==> config.mk <==
export PLATFORM = sky130hd
export DESIGN_NAME = elevator_floor_controller_flat
export DESIGN_NICKNAME = d
export VERILOG_FILES = /design/src/rtl/efc_pkg.sv /design/src/rtl/efc_in_if.sv /design/src/rtl/efc_out_if.sv /design/src/rtl/elevator_floor_controller.sv /design/src/flat_wrapper.sv
export SDC_FILE = /design/constraint.sdc
export NUM_CORES = 1
export LEC_CHECK = 0
export BUFFER_PORTS_ARGS = -buffer_cell sky130_fd_sc_hd__buf_2
export CAP_MARGIN = 25
export CORE_ASPECT_RATIO = 1.25
export CORE_MARGIN = 2
export CORE_UTILIZATION = 60
export CTS_CLUSTER_DIAMETER = 50
export DETAILED_ROUTE_END_ITERATION = 16
export MAX_ROUTING_LAYER = met4
export PLACE_DENSITY = 0.87
export SYNTH_ARGS = -nofsm -noshare
export SYNTH_HDL_FRONTEND = slang
export SYNTH_SLANG_ARGS = --single-unit
==> constraint.sdc <==
create_clock -name clk_i -period 6.1 [get_ports clk_i]
set_clock_uncertainty 0.1 [all_clocks]
set_input_delay 0.61 -clock clk_i [delete_from_list [all_inputs] [get_ports clk_i]]
set_output_delay 0.61 -clock clk_i [all_outputs]
set_load 0.02 [all_outputs]
==> src/rtl/efc_pkg.sv <==
// Shared types and constants of the elevator floor controller.
`default_nettype none

package efc_pkg;

  typedef enum logic [2:0] {
    PH_IDLE    = 3'd0,
    PH_DWELL   = 3'd1,
    PH_OPENING = 3'd2,
    PH_CLOSING = 3'd3,
    PH_MOVING  = 3'd4
  } phase_e;

  typedef enum logic [2:0] {
    REG_CLOSE = 3'd0,
    REG_MOVE  = 3'd1,
    REG_OPEN  = 3'd2,
    REG_DWELL = 3'd3,
    REG_WAIT  = 3'd4,
    REG_LIGHT = 3'd5
  } cfg_reg_e;

  localparam int unsigned TickW    = 16;
  localparam int unsigned BlinkW   = 10;
  localparam int unsigned ButtonW  = 3;
  localparam int unsigned FloorW   = 3;
  localparam int unsigned FloorsN  = 4;
  localparam int unsigned DutyW    = 7;
  localparam int unsigned AddrW    = 5;
  localparam int unsigned DataW    = 32;

  localparam logic [TickW-1:0] CloseRst = 16'd1000;
  localparam logic [TickW-1:0] MoveRst  = 16'd6000;
  localparam logic [TickW-1:0] OpenRst  = 16'd1000;
  localparam logic [TickW-1:0] DwellRst = 16'd2000;
  localparam logic [TickW-1:0] WaitRst  = 16'd1000;
  localparam logic [TickW-1:0] LightRst = 16'd400;

  localparam logic [DutyW-1:0] DutyUp      = 7'd80;
  localparam logic [DutyW-1:0] DutyDown    = 7'd60;
  localparam logic [DutyW-1:0] DutyOpening = 7'd60;
  localparam logic [DutyW-1:0] DutyClosing = 7'd50;

  localparam logic [BlinkW-1:0] BlinkStep1 = 10'd250;
  localparam logic [BlinkW-1:0] BlinkStep2 = 10'd500;
  localparam logic [BlinkW-1:0] BlinkStep3 = 10'd750;
  localparam logic [BlinkW-1:0] BlinkEnd   = 10'd1000;

endpackage

`default_nettype wire

==> src/rtl/efc_in_if.sv <==
// Tick request channel: valid/ready handshake with the button event.
`default_nettype none

interface efc_in_if
  import efc_pkg::*;
();
  logic               valid;
  logic               ready;
  logic [ButtonW-1:0] button;

  modport source (output valid, output button, input ready);
  modport sink   (input valid, input button, output ready);
endinterface

`default_nettype wire

==> src/rtl/efc_out_if.sv <==
// Status request channel: valid/ready handshake with the controller outputs.
`default_nettype none

interface efc_out_if
  import efc_pkg::*;
();
  logic               valid;
  logic               ready;
  logic [2:0]         phase;
  logic [FloorW-1:0]  floor_now;
  logic [FloorsN-1:0] target_mask;
  logic               going_up;
  logic               idle_out;
  logic [DutyW-1:0]   motor_duty;
  logic [DutyW-1:0]   door_duty;
  logic [FloorsN-1:0] light_pattern;
  logic               show_floor;

  modport source (output valid, output phase, output floor_now, output target_mask,
                  output going_up, output idle_out, output motor_duty, output door_duty,
                  output light_pattern, output show_floor, input ready);
  modport sink   (input valid, input phase, input floor_now, input target_mask,
                  input going_up, input idle_out, input motor_duty, input door_duty,
                  input light_pattern, input show_floor, output ready);
endinterface

`default_nettype wire

==> src/rtl/elevator_floor_controller.sv <==
// A status request appears in the output register in the cycle after its tick is taken.
// Throughput: one tick request per cycle; the output register frees itself when the sink
//   takes the pending request in the same cycle, so only a stalled output holds the input.
// Reset (rst_ni low, asynchronous): phase idle at floor 1, no targets, heading up,
//   all timers cleared, timing registers back to their defaults, output register empty.
`default_nettype none

module elevator_floor_controller
  import efc_pkg::*;
(
  input  wire logic             clk_i,
  input  wire logic             rst_ni,
  efc_in_if.sink                in_i,
  efc_out_if.source             out_o,
  input  wire logic             psel,
  input  wire logic             penable,
  input  wire logic             pwrite,
  input  wire logic [AddrW-1:0] paddr,
  input  wire logic [DataW-1:0] pwdata,
  output logic      [DataW-1:0] prdata,
  output logic                  pready
);

  // Timing registers
  logic [TickW-1:0] close_q, move_q, open_q, dwell_q, wait_q, light_step_q;

  // Controller state
  phase_e             phase_q, phase_d;
  logic [FloorsN-1:0] floor_q, floor_d;
  logic [FloorsN-1:0] targets_q, targets_d;
  logic               up_q, up_d;
  logic [TickW-1:0]   phase_cnt_q, phase_cnt_d;
  logic [TickW-1:0]   phase_lim_q, phase_lim_d;
  logic               waiting_q, waiting_d;
  logic [TickW-1:0]   wait_cnt_q, wait_cnt_d;
  logic [FloorsN-1:0] light_q, light_d;
  logic [TickW-1:0]   light_cnt_q, light_cnt_d;
  logic               blink_on_q, blink_on_d;
  logic               blink_ph_q, blink_ph_d;
  logic [BlinkW-1:0]  blink_cnt_q, blink_cnt_d;

  // Output register
  logic               out_valid_q;
  logic [2:0]         o_phase_q, o_phase_d;
  logic [FloorW-1:0]  o_floor_q, o_floor_d;
  logic [FloorsN-1:0] o_targets_q;
  logic               o_up_q;
  logic               o_idle_q, o_idle_d;
  logic [DutyW-1:0]   o_motor_q, o_motor_d;
  logic [DutyW-1:0]   o_door_q, o_door_d;
  logic [FloorsN-1:0] o_light_q, o_light_d;
  logic               o_show_q, o_show_d;

  logic accept;
  logic cfg_wr;

  // ---------------------------------------------------------------------------
  // Configuration port: zero-wait writes, reads return the 16-bit register.
  // ---------------------------------------------------------------------------
  assign pready = 1'b1;
  assign cfg_wr = psel && penable && pwrite;

  always_ff @(posedge clk_i or negedge rst_ni) begin
    if (!rst_ni) begin
      close_q      <= CloseRst;
      move_q       <= MoveRst;
      open_q       <= OpenRst;
      dwell_q      <= DwellRst;
      wait_q       <= WaitRst;
      light_step_q <= LightRst;
    end else if (cfg_wr) begin
      case (cfg_reg_e'(paddr[4:2]))
        REG_CLOSE: close_q      <= pwdata[TickW-1:0];
        REG_MOVE:  move_q       <= pwdata[TickW-1:0];
        REG_OPEN:  open_q       <= pwdata[TickW-1:0];
        REG_DWELL: dwell_q      <= pwdata[TickW-1:0];
        REG_WAIT:  wait_q       <= pwdata[TickW-1:0];
        REG_LIGHT: light_step_q <= pwdata[TickW-1:0];
        default: ;  // addresses past the last register are dropped
      endcase
    end
  end

  always_comb begin
    case (cfg_reg_e'(paddr[4:2]))
      REG_CLOSE: prdata = {{(DataW-TickW){1'b0}}, close_q};
      REG_MOVE:  prdata = {{(DataW-TickW){1'b0}}, move_q};
      REG_OPEN:  prdata = {{(DataW-TickW){1'b0}}, open_q};
      REG_DWELL: prdata = {{(DataW-TickW){1'b0}}, dwell_q};
      REG_WAIT:  prdata = {{(DataW-TickW){1'b0}}, wait_q};
      REG_LIGHT: prdata = {{(DataW-TickW){1'b0}}, light_step_q};
      default:   prdata = '0;
    endcase
  end

  // ---------------------------------------------------------------------------
  // Handshake: take a tick whenever the output register is empty or drains now.
  // ---------------------------------------------------------------------------
  assign in_i.ready = !out_valid_q || out_o.ready;
  assign accept     = in_i.valid && in_i.ready;

  // ---------------------------------------------------------------------------
  // Next state: one tick, applied in order button, light, phase timer,
  // wait timer, blink. Each step sees what the earlier steps left.
  // ---------------------------------------------------------------------------
  always_comb begin
    logic               btn_ok;
    logic [FloorsN-1:0] btn_bit;
    logic [TickW-1:0]   lc_inc, pc_inc, wc_inc;
    logic [BlinkW-1:0]  bc_inc;

    phase_d     = phase_q;
    floor_d     = floor_q;
    targets_d   = targets_q;
    up_d        = up_q;
    phase_cnt_d = phase_cnt_q;
    phase_lim_d = phase_lim_q;
    waiting_d   = waiting_q;
    wait_cnt_d  = wait_cnt_q;
    light_d     = light_q;
    light_cnt_d = light_cnt_q;
    blink_on_d  = blink_on_q;
    blink_ph_d  = blink_ph_q;
    blink_cnt_d = blink_cnt_q;

    // Floor-1 call while parked at floor 1 means nothing; codes 5..7 are no event.
    btn_ok  = (in_i.button >= 3'd1) && (in_i.button <= 3'd4) &&
              !((in_i.button == 3'd1) && floor_q[0]);
    btn_bit = FloorsN'(1) << (in_i.button[1:0] - 2'd1);

    lc_inc = light_cnt_q + 16'd1;
    pc_inc = phase_cnt_q + 16'd1;
    wc_inc = '0;
    bc_inc = '0;

    if (accept) begin
      // Button: toggle the target and restart the wait.
      if ((phase_q == PH_IDLE || phase_q == PH_DWELL) && btn_ok) begin
        targets_d  = targets_q ^ btn_bit;
        waiting_d  = 1'b1;
        wait_cnt_d = '0;
      end

      // Running light: rotate in the travel direction.
      if (phase_q == PH_MOVING) begin
        if (lc_inc >= light_step_q) begin
          light_cnt_d = '0;
          light_d     = up_q ? {light_q[2:0], light_q[3]} : {light_q[0], light_q[3:1]};
        end else begin
          light_cnt_d = lc_inc;
        end
      end

      // Phase timer: advance the phase when its count runs out.
      if (!waiting_d && phase_q != PH_IDLE) begin
        if (pc_inc >= phase_lim_q) begin
          phase_cnt_d = '0;
          case (phase_q)
            PH_DWELL: begin
              phase_d     = PH_CLOSING;
              phase_lim_d = close_q;
            end
            PH_CLOSING: begin
              phase_d     = PH_MOVING;
              phase_lim_d = move_q;
            end
            PH_MOVING: begin
              phase_d     = PH_OPENING;
              phase_lim_d = open_q;
            end
            PH_OPENING: begin
              // Arrive: step one floor (saturating), clear its call, start the blink.
              if (up_q) begin
                floor_d = floor_q[3] ? floor_q : {floor_q[2:0], 1'b0};
              end else begin
                floor_d = floor_q[0] ? floor_q : {1'b0, floor_q[3:1]};
              end
              targets_d   = targets_d & ~floor_d;
              up_d        = targets_d > floor_d;
              blink_on_d  = 1'b1;
              phase_d     = (targets_d == '0) ? PH_IDLE : PH_DWELL;
              phase_lim_d = dwell_q;
            end
            default: ;
          endcase
        end else begin
          phase_cnt_d = pc_inc;
        end
      end

      // Wait timer: close the door, or go idle when no call is left.
      if (waiting_d) begin
        wc_inc = wait_cnt_d + 16'd1;
        if (wc_inc >= wait_q) begin
          wait_cnt_d = '0;
          waiting_d  = 1'b0;
          if (targets_d == '0) begin
            phase_d = PH_IDLE;
          end else begin
            phase_d     = PH_CLOSING;
            phase_cnt_d = '0;
            phase_lim_d = close_q;
          end
          up_d = targets_d > floor_d;
        end else begin
          wait_cnt_d = wc_inc;
        end
      end

      // Arrival blink: toggle at each of BlinkStep1..3, stop at BlinkEnd.
      if (blink_on_d) begin
        bc_inc      = blink_cnt_d + 10'd1;
        blink_cnt_d = bc_inc;
        if (bc_inc == BlinkEnd) begin
          blink_on_d  = 1'b0;
          blink_cnt_d = '0;
          blink_ph_d  = 1'b0;
        end else if (bc_inc == BlinkStep1 || bc_inc == BlinkStep2 ||
                     bc_inc == BlinkStep3) begin
          blink_ph_d = !blink_ph_d;
        end
      end
    end
  end

  // ---------------------------------------------------------------------------
  // Output decode from the updated state.
  // ---------------------------------------------------------------------------
  always_comb begin
    o_phase_d = 3'(phase_d);
    o_idle_d  = (phase_d == PH_IDLE) || (phase_d == PH_DWELL);
    o_motor_d = (phase_d == PH_MOVING) ? (up_d ? DutyUp : DutyDown) : '0;
    case (phase_d)
      PH_OPENING: o_door_d = DutyOpening;
      PH_CLOSING: o_door_d = DutyClosing;
      default:    o_door_d = '0;
    endcase
    o_light_d = (phase_d == PH_MOVING) ? light_d : '0;
    o_show_d  = !(blink_on_d && blink_ph_d);
    if (floor_d[3]) begin
      o_floor_d = 3'd4;
    end else if (floor_d[2]) begin
      o_floor_d = 3'd3;
    end else if (floor_d[1]) begin
      o_floor_d = 3'd2;
    end else begin
      o_floor_d = 3'd1;
    end
  end

  // ---------------------------------------------------------------------------
  // State registers
  // ---------------------------------------------------------------------------
  always_ff @(posedge clk_i or negedge rst_ni) begin
    if (!rst_ni) begin
      phase_q     <= PH_IDLE;
      floor_q     <= 4'b0001;
      targets_q   <= '0;
      up_q        <= 1'b1;
      phase_cnt_q <= '0;
      phase_lim_q <= CloseRst;
      waiting_q   <= 1'b0;
      wait_cnt_q  <= '0;
      light_q     <= 4'b0001;
      light_cnt_q <= '0;
      blink_on_q  <= 1'b0;
      blink_ph_q  <= 1'b0;
      blink_cnt_q <= '0;
    end else begin
      phase_q     <= phase_d;
      floor_q     <= floor_d;
      targets_q   <= targets_d;
      up_q        <= up_d;
      phase_cnt_q <= phase_cnt_d;
      phase_lim_q <= phase_lim_d;
      waiting_q   <= waiting_d;
      wait_cnt_q  <= wait_cnt_d;
      light_q     <= light_d;
      light_cnt_q <= light_cnt_d;
      blink_on_q  <= blink_on_d;
      blink_ph_q  <= blink_ph_d;
      blink_cnt_q <= blink_cnt_d;
    end
  end

  // Output register: valid flag under reset, payload loads on accept.
  always_ff @(posedge clk_i or negedge rst_ni) begin
    if (!rst_ni) begin
      out_valid_q <= 1'b0;
    end else if (accept) begin
      out_valid_q <= 1'b1;
    end else if (out_o.ready) begin
      out_valid_q <= 1'b0;
    end
  end

  always_ff @(posedge clk_i) begin
    if (accept) begin
      o_phase_q   <= o_phase_d;
      o_floor_q   <= o_floor_d;
      o_targets_q <= targets_d;
      o_up_q      <= up_d;
      o_idle_q    <= o_idle_d;
      o_motor_q   <= o_motor_d;
      o_door_q    <= o_door_d;
      o_light_q   <= o_light_d;
      o_show_q    <= o_show_d;
    end
  end

  assign out_o.valid         = out_valid_q;
  assign out_o.phase         = o_phase_q;
  assign out_o.floor_now     = o_floor_q;
  assign out_o.target_mask   = o_targets_q;
  assign out_o.going_up      = o_up_q;
  assign out_o.idle_out      = o_idle_q;
  assign out_o.motor_duty    = o_motor_q;
  assign out_o.door_duty     = o_door_q;
  assign out_o.light_pattern = o_light_q;
  assign out_o.show_floor    = o_show_q;

endmodule

`default_nettype wire

==> src/flat_wrapper.sv <==
// flat-port wrapper written by rule: the top's interface ports become plain ports
module elevator_floor_controller_flat import efc_pkg::*;
  (clk_i, rst_ni, psel, penable, pwrite, paddr, pwdata, prdata, pready, in_i_valid, in_i_button, in_i_ready, out_o_valid, out_o_phase, out_o_floor_now, out_o_target_mask, out_o_going_up, out_o_idle_out, out_o_motor_duty, out_o_door_duty, out_o_light_pattern, out_o_show_floor, out_o_ready);
  efc_in_if in_i_i ();
  efc_out_if out_o_i ();
  input  wire logic clk_i;
  input  wire logic rst_ni;
  input  wire logic psel;
  input  wire logic penable;
  input  wire logic pwrite;
  input  wire logic [AddrW-1:0] paddr;
  input  wire logic [DataW-1:0] pwdata;
  output logic      [DataW-1:0] prdata;
  output logic pready;
  input wire logic [$bits(in_i_i.valid)-1:0] in_i_valid;
  input wire logic [$bits(in_i_i.button)-1:0] in_i_button;
  output wire logic [$bits(in_i_i.ready)-1:0] in_i_ready;
  output wire logic [$bits(out_o_i.valid)-1:0] out_o_valid;
  output wire logic [$bits(out_o_i.phase)-1:0] out_o_phase;
  output wire logic [$bits(out_o_i.floor_now)-1:0] out_o_floor_now;
  output wire logic [$bits(out_o_i.target_mask)-1:0] out_o_target_mask;
  output wire logic [$bits(out_o_i.going_up)-1:0] out_o_going_up;
  output wire logic [$bits(out_o_i.idle_out)-1:0] out_o_idle_out;
  output wire logic [$bits(out_o_i.motor_duty)-1:0] out_o_motor_duty;
  output wire logic [$bits(out_o_i.door_duty)-1:0] out_o_door_duty;
  output wire logic [$bits(out_o_i.light_pattern)-1:0] out_o_light_pattern;
  output wire logic [$bits(out_o_i.show_floor)-1:0] out_o_show_floor;
  input wire logic [$bits(out_o_i.ready)-1:0] out_o_ready;
  assign in_i_i.valid = in_i_valid;
  assign in_i_i.button = in_i_button;
  assign in_i_ready = in_i_i.ready;
  assign out_o_valid = out_o_i.valid;
  assign out_o_phase = out_o_i.phase;
  assign out_o_floor_now = out_o_i.floor_now;
  assign out_o_target_mask = out_o_i.target_mask;
  assign out_o_going_up = out_o_i.going_up;
  assign out_o_idle_out = out_o_i.idle_out;
  assign out_o_motor_duty = out_o_i.motor_duty;
  assign out_o_door_duty = out_o_i.door_duty;
  assign out_o_light_pattern = out_o_i.light_pattern;
  assign out_o_show_floor = out_o_i.show_floor;
  assign out_o_i.ready = out_o_ready;
  elevator_floor_controller u_core (.clk_i(clk_i), .rst_ni(rst_ni), .in_i(in_i_i), .out_o(out_o_i), .psel(psel), .penable(penable), .pwrite(pwrite), .paddr(paddr), .pwdata(pwdata), .prdata(prdata), .pready(pready));
endmodule
== Yosys cells after proc, flatten, opt, wreduce, memory -nomap -nowiden ==
Cells that the tools add are included.

* Output and inout port bits: 66
* Logic and storage cells: 174
* Input bits: 47
* Register bits: 221

* Reduce and logical (&&, ||, !) cells: 34
* Bitwise operators: 3
* Add/sub/neg operators: 5
* $lt $le $gt $ge: 7
* Equal/unequal tests: 18
* Muxes and demuxes: 76
* Shift operators: 1

{| class="wikitable"
|+ Operator list
! cell !! count
|-
| two-way mux 16 bit || 15
|-
| case mux 16 bit (6 select lines) || 1
|-
| two-way mux 4 bit || 23
|-
| case mux 16 bit (4 select lines) || 1
|-
| adder 16 x 1 -> 16 bit, second input constant || 3
|-
| >= comparator 16 bit || 3
|-
| two-way mux 1 bit || 24
|-
| == test 10 bit, second input constant || 2
|-
| == test 3 x 2 -> 1 bit, second input constant || 6
|-
| two-way mux 3 bit || 6
|-
| AND reduction 2 bit || 8
|-
| == test 3 x 1 -> 1 bit, second input constant || 4
|-
| == test 3 bit, second input constant || 4
|-
| case mux 3 bit (4 select lines) || 1
|-
| case mux 6 bit (2 select lines) || 1
|-
| adder 10 x 1 -> 10 bit, second input constant || 1
|-
| == test 10 x 8 -> 1 bit, second input constant || 1
|-
| == test 10 x 9 -> 1 bit, second input constant || 1
|-
| two-way mux 10 bit || 1
|-
| logical AND 1 bit || 9
|-
| zero test 3 bit || 3
|-
| greater-than comparator 4 bit || 2
|-
| zero test 4 bit || 2
|-
| two-way mux 7 bit || 1
|-
| 12 further kinds || 21
|}

== Logic depth before layout (Yosys ltp) ==
* Word-level depth: 24
* Mapped depth: 26

== Worst setup path before layout ==
Ideal clock, no wire load.

* Path kind: register to register
* Start: reg u_core.phase_cnt_q[0]
* End: reg u_core.o_motor_q[6], in the netlist u_core.out_o.motor_duty[6] (data pin)
* Arrival time: 4.602 ns
* Required time: 5.746 ns
* Cell stages (with the launch flop): 26
* Period minus slack after synthesis: 4.956 ns
* Path slack: 1.144 ns
* Buffers on the path: 2
* Cells stage by stage: dfrtp_1 -> ha_1 -> and3_1 -> clkbuf_1 -> and3_1 -> and3_1 -> and3_1 -> nand3_1 -> xnor2_1 -> ha_1 -> nand4_2 -> nor3_2 -> or4b_1 -> nand3_2 -> and3_1 -> buf_2 -> mux2i_1 -> ha_1 -> nor2b_1 -> o21ai_0 -> nand2b_1 -> a21oi_1 -> a41oi_1 -> nand4_1 -> o211ai_2 -> and2b_1

* Elaborated cells on any way between the ends: 23
* Those cells by class: 1 x add/sub; 2 x order compare; 1 x eq/ne; 18 x mux; 1 x reduce/logical

{| class="wikitable"
|+ RTL lines
! element !! RTL line !! text
|-
| from (decl) || elevator_floor_controller.sv:32 || <nowiki>logic [TickW-1:0] phase_cnt_q, phase_cnt_d;</nowiki>
|-
| from (signal assigned) || elevator_floor_controller.sv:274 || <nowiki>phase_cnt_q <= phase_cnt_d;</nowiki>
|-
| adder 16 x 1 -> 16 bit (*) || elevator_floor_controller.sv:132 || <nowiki>pc_inc = phase_cnt_q + 16'd1;</nowiki>
|-
| >= comparator 16 bit (*) || elevator_floor_controller.sv:156 || <nowiki>if (pc_inc >= phase_lim_q) begin</nowiki>
|-
| two-way mux 4 bit || elevator_floor_controller.sv:156 ||
|-
| two-way mux 4 bit || elevator_floor_controller.sv:155 || <nowiki>if (!waiting_d && phase_q != PH_IDLE) begin</nowiki>
|-
| two-way mux 4 bit || elevator_floor_controller.sv:136 || <nowiki>if (accept) begin</nowiki>
|-
| greater-than comparator 4 bit || elevator_floor_controller.sv:204 || <nowiki>up_d = targets_d > floor_d;</nowiki>
|-
| two-way mux 1 bit || elevator_floor_controller.sv:194 || <nowiki>if (wc_inc >= wait_q) begin</nowiki>
|-
| two-way mux 1 bit (*) || elevator_floor_controller.sv:192 || <nowiki>if (waiting_d) begin</nowiki>
|-
| two-way mux 1 bit (*) || elevator_floor_controller.sv:136 ||
|-
| net u_core.up_d || elevator_floor_controller.sv:31 || <nowiki>logic up_q, up_d;</nowiki>
|-
| two-way mux 7 bit (*) || elevator_floor_controller.sv:232 || <nowiki>o_motor_d = (phase_d == PH_MOVING) ? (up_d ? DutyUp : DutyDown) : '0;</nowiki>
|-
| to (signal assigned) || elevator_floor_controller.sv:304 || <nowiki>o_motor_q <= o_motor_d;</nowiki>
|-
| to (decl) || elevator_floor_controller.sv:49 || <nowiki>logic [DutyW-1:0] o_motor_q, o_motor_d;</nowiki>
|}

Mark *: on every way through the listed nets, which the timed path passes. The rest lies on a longest branch. The select of a mux whose other input is x is not followed.
A chain may end at the register's enable or synchronous reset.

== Final worst setup path ==
Ends and elaborated chain as after synthesis.

==> reports/qor.yml <==
status:
  status: "finished with violations"
  violations: "hold timing"
sta:
  fin_crit_ns: 5.58
  min_period_over_period_pct: 91.4
  hold_viol: 13
  slew_headroom_pct: 27.6
  rsz0062_at_grt: "no"
  worst_hold_slack_ns: -0.0241
  worstMarginPinSlew_ns: 1.08
  slew_viol_final: 0
  tns_ns: 0
  setup_viol: 0
  fin_ws_ns: 0.522
  max_freq_mhz: 179
route:
  wl_um: 30600
  routedWlPerCell_um: 19.6
  drt-pass1-iter-count: 5
  vias_per_cell: 6.37
  ant_nets: 0
  drc_errors: 0
  drt-initial-drc-count: 1002
  num_vias: 9934
place:
  portBuffers: 73
  gp_congestion: 0.910
  pre_cts_slack_ns: 0.240
  hpwl_um: 20500
job:
  drv_cap: 0
synth:
  yosys.cell_types.count: 70
  synthMuxAreaShare_pct: 8.52
  yosysTopAreaCell: "dfrtp_1"
  synth_cells: 1218
  yosysWarningCount: 0
  synth-xor-area-share_pct: 3.59
  synthSimpleGateAreaFrac_pct: 13.3
  synth_area_leaders: "dfrtp_1 30%, dfstp_2 9.3%, mux2_2 7.9%, ha_1 6.0%, edfxtp_1 5.7%"
  synth_top_area_share_pct: 30.2
  synth-main-ff-cell: "dfrtp_1"
  synth_top_family_by_area: "compound AO/OA/AOI/OAI gates"
  synth-compound-area-share_pct: 17.5
  synth_seq_cells: 213
  avgSynthCellArea_sq_um: 10.0
  synth_enable_flop_cells: 23
  synth_adder_area_share_pct: 5.95
  synth-seq-area-share_pct: 45.1
  async_flop_share_pct: 89.2
  netlist_area_sq_um: 12200
pwr:
  p_leak_nw: 6.27
  power.switching_mw: 1.16
  ir_worst_vdd_mv: 0.250
  p_clk_share_pct: 36.4
  power.internal_mw: 2.78
  p_seq_share_pct: 46.0
  p_sw_share_pct: 29.5
  p_total_mw: 3.94
  powerDensity_nw_per_um2: 291
  pwr-share-comb_pct: 17.6
clock_network:
  clock_sinks: 213
  cts-buffers-inserted: 24
  cts_tree: "built"
  worstSkewPairLatency_ns: 0.52
  cts_root_buf: "clkbuf_16"
  ctsHoldBuffers: 0
  htreeDepth: 1
  clkTransAtPathRegs_ns: 0.06
  clock_path_buffers: 3
grt:
  grt_util_all_layers_pct: 29.5
  grt_pass1_vias: 9822
  antenna_found_initial: 0
  grt_overflow: 0
  grt_max_degree: 82
  grt_first_pass_wirelength_um: 49500
worst_setup_path:
  worst_ep_required_time_ns: 6.28
  worst_setup_path_start_kind: "flip-flop"
  critical_path_peak_fanout: 6
  critPathKind: "flip-flop to flip-flop"
  arrival_ns: 5.76
  crit_path_end_kind: "flip-flop"
floorplanning:
  ios: 113
  core_area_sq_um: 20000
  die_h_um: 163
  dieArea_sq_um: 21500
  num_rows: 58
  die_w_um: 132
  start_util_pct: 60.9
cells_and_area:
  nNetsFinal: 1377
  multiInputGateArea_sq_um: 6080
  drive_gt1_share_pct: 22.3
  syn_to_final_growth_pct: 11.3
  mostFrequentLayoutCell: "dfrtp_1"
  mostFrequentLayoutCells: "147 x dfrtp_1, 102 x nand2_1, 90 x o21ai_0, 86 x mux2_2, 72 x buf_2"
  seq_area_sq_um: 5500
  antennaDiodeCount: 0
  nFillCells: 1534
hold_path:
  worstHoldPathType: "primary input to asynchronous set/reset pin"
==> cells by family (layout without fill, tap and decap cells) <==
group | count (synthesis) | count (layout)
mux | 93 | 93
simple gates | 327 | 327
fa+ha+maj | 58 | 58
other cells | 2 | 21
compound gates | 316 | 316
xor+xnor | 50 | 50
buf+inv | 159 | 212
flops | 213 | 213
==> path summary, 6_finish.rpt <==
kind,from,endpoint,slack [ns],depth (start not counted)
worst max register to register,u_core.phase_cnt_q[0]$_DFFE_PN0P_,u_core.out_o.motor_duty[6]$_SDFFCE_PP0P_,0.52,23
worst max-delay path,u_core.phase_cnt_q[0]$_DFFE_PN0P_,u_core.out_o.motor_duty[6]$_SDFFCE_PP0P_,0.52,23
worst min register to register,u_core.phase_lim_q[9]$_DFFE_PN1P_,u_core.phase_lim_q[9]$_DFFE_PN1P_,0.41,2
min in group clk_i,in_i_valid,u_core.out_o.valid$_DFFE_PN0P_,0.21,2
worst min-delay path,rst_ni,u_core.dwell_q[11]$_DFFE_PN0P_,-0.02,1
max in group asynchronous,rst_ni,u_core.wait_q[3]$_DFFE_PN1P_,4.91,3
==> power by group through the flow <==
stage	Combinational [mW]	Clock, mW	Sequential (mW)
after floorplan	0.480	0	1.79
after global placement	0.643	0	1.82
after detailed placement	0.671	0	1.83
after CTS	0.685	1.45	1.81
after global routing	0.761	1.50	1.83
final	0.693	1.44	1.81
==> worst max-delay path, stage by stage (launching register included) <==
cell	delay, ns
dfrtp_1	0.43
ha_1	0.20
and3_1	0.27
and3_1	0.26
and3_1	0.25
and3_1	0.26
nand3_1	0.11
xnor2_1	0.18
ha_1	0.33
nand4_2	0.14
nor3_2	0.19
or4b_1	0.46
nand3_2	0.15
and3_1	0.33
mux2i_1	0.33
ha_1	0.31
nor2b_1	0.14
o21ai_0	0.14
nand2b_1	0.09
a21oi_1	0.15
a41oi_1	0.06
nand4_1	0.14
o211ai_2	0.14
and2b_1	0.18
==> per-layer routing <==
layer / share of wire [%] / vias to the layer above / routed length (um) / GRT usage [%]
li1: - / 4496 / - / -
met1: 39 / 4845 / 11800 / 34.8
met2: 48 / 488 / 14800 / 49.1
met3: 7.6 / 105 / 2340 / 4.35
met4: 5.3 / 0 / 1630 / 15.9
met5: 0 / - / 0 / -
==> cells in the mapped netlist, drive strengths merged (3+ instances only) <==
cell      n
nor4      3
mux2     86
mux2i     7
a31oi    17
nand2b   14
dfrtp   147
or4b      3
or3       5
xnor2    21
clkbuf   52
and2      6
nand3    49
o31ai    13
a22o     31
dfstp    43
or2       4
nand4    16
edfxtp   23
xor2     29
o21a      5
nor2     65
and4      3
o211ai    7
and3     20
a21oi    38
o22ai     4
a211oi    5
inv      68
buf      39
ha       58
nor2b    12
nor3     11
nor3b     5
a21o      6
a22oi    62
a221o    16
nand2   104
o21ai    93
==> final cells by class <==
| class | instances | share of cell area (%) |
|---|---|---|
| Clock buffer | 40 | 5.56 |
| Clock inverter | 4 | 0.212 |
| Inverter | 68 | 1.88 |
| Multi-Input combinational cell | 865 | 44.8 |
| Sequential cell | 213 | 40.5 |
| Tap cell | 270 | 2.49 |
| Timing Repair Buffer | 100 | 4.48 |
==> through the flow <==
stage                     instances  cell area, sq um  utilization [%]  hold WS [ns]
after floorplan                1237             12300                -         0.214
after global placement         1513             12700             63.5         0.390
after detailed placement       1513             12700             63.5         0.397
after CTS                      1557             13500             67.4       0.00104
after global routing           1560             13600             67.7        0.0126
final                          1560             13600             67.7       -0.0241
==> what timing repair did <==
action	in CTS	in global routing
setup endpoints to repair	0	27
gates resized for setup	0	3
buffers inserted	0	0
Note: power is estimated with default switching activity, not from simulation.
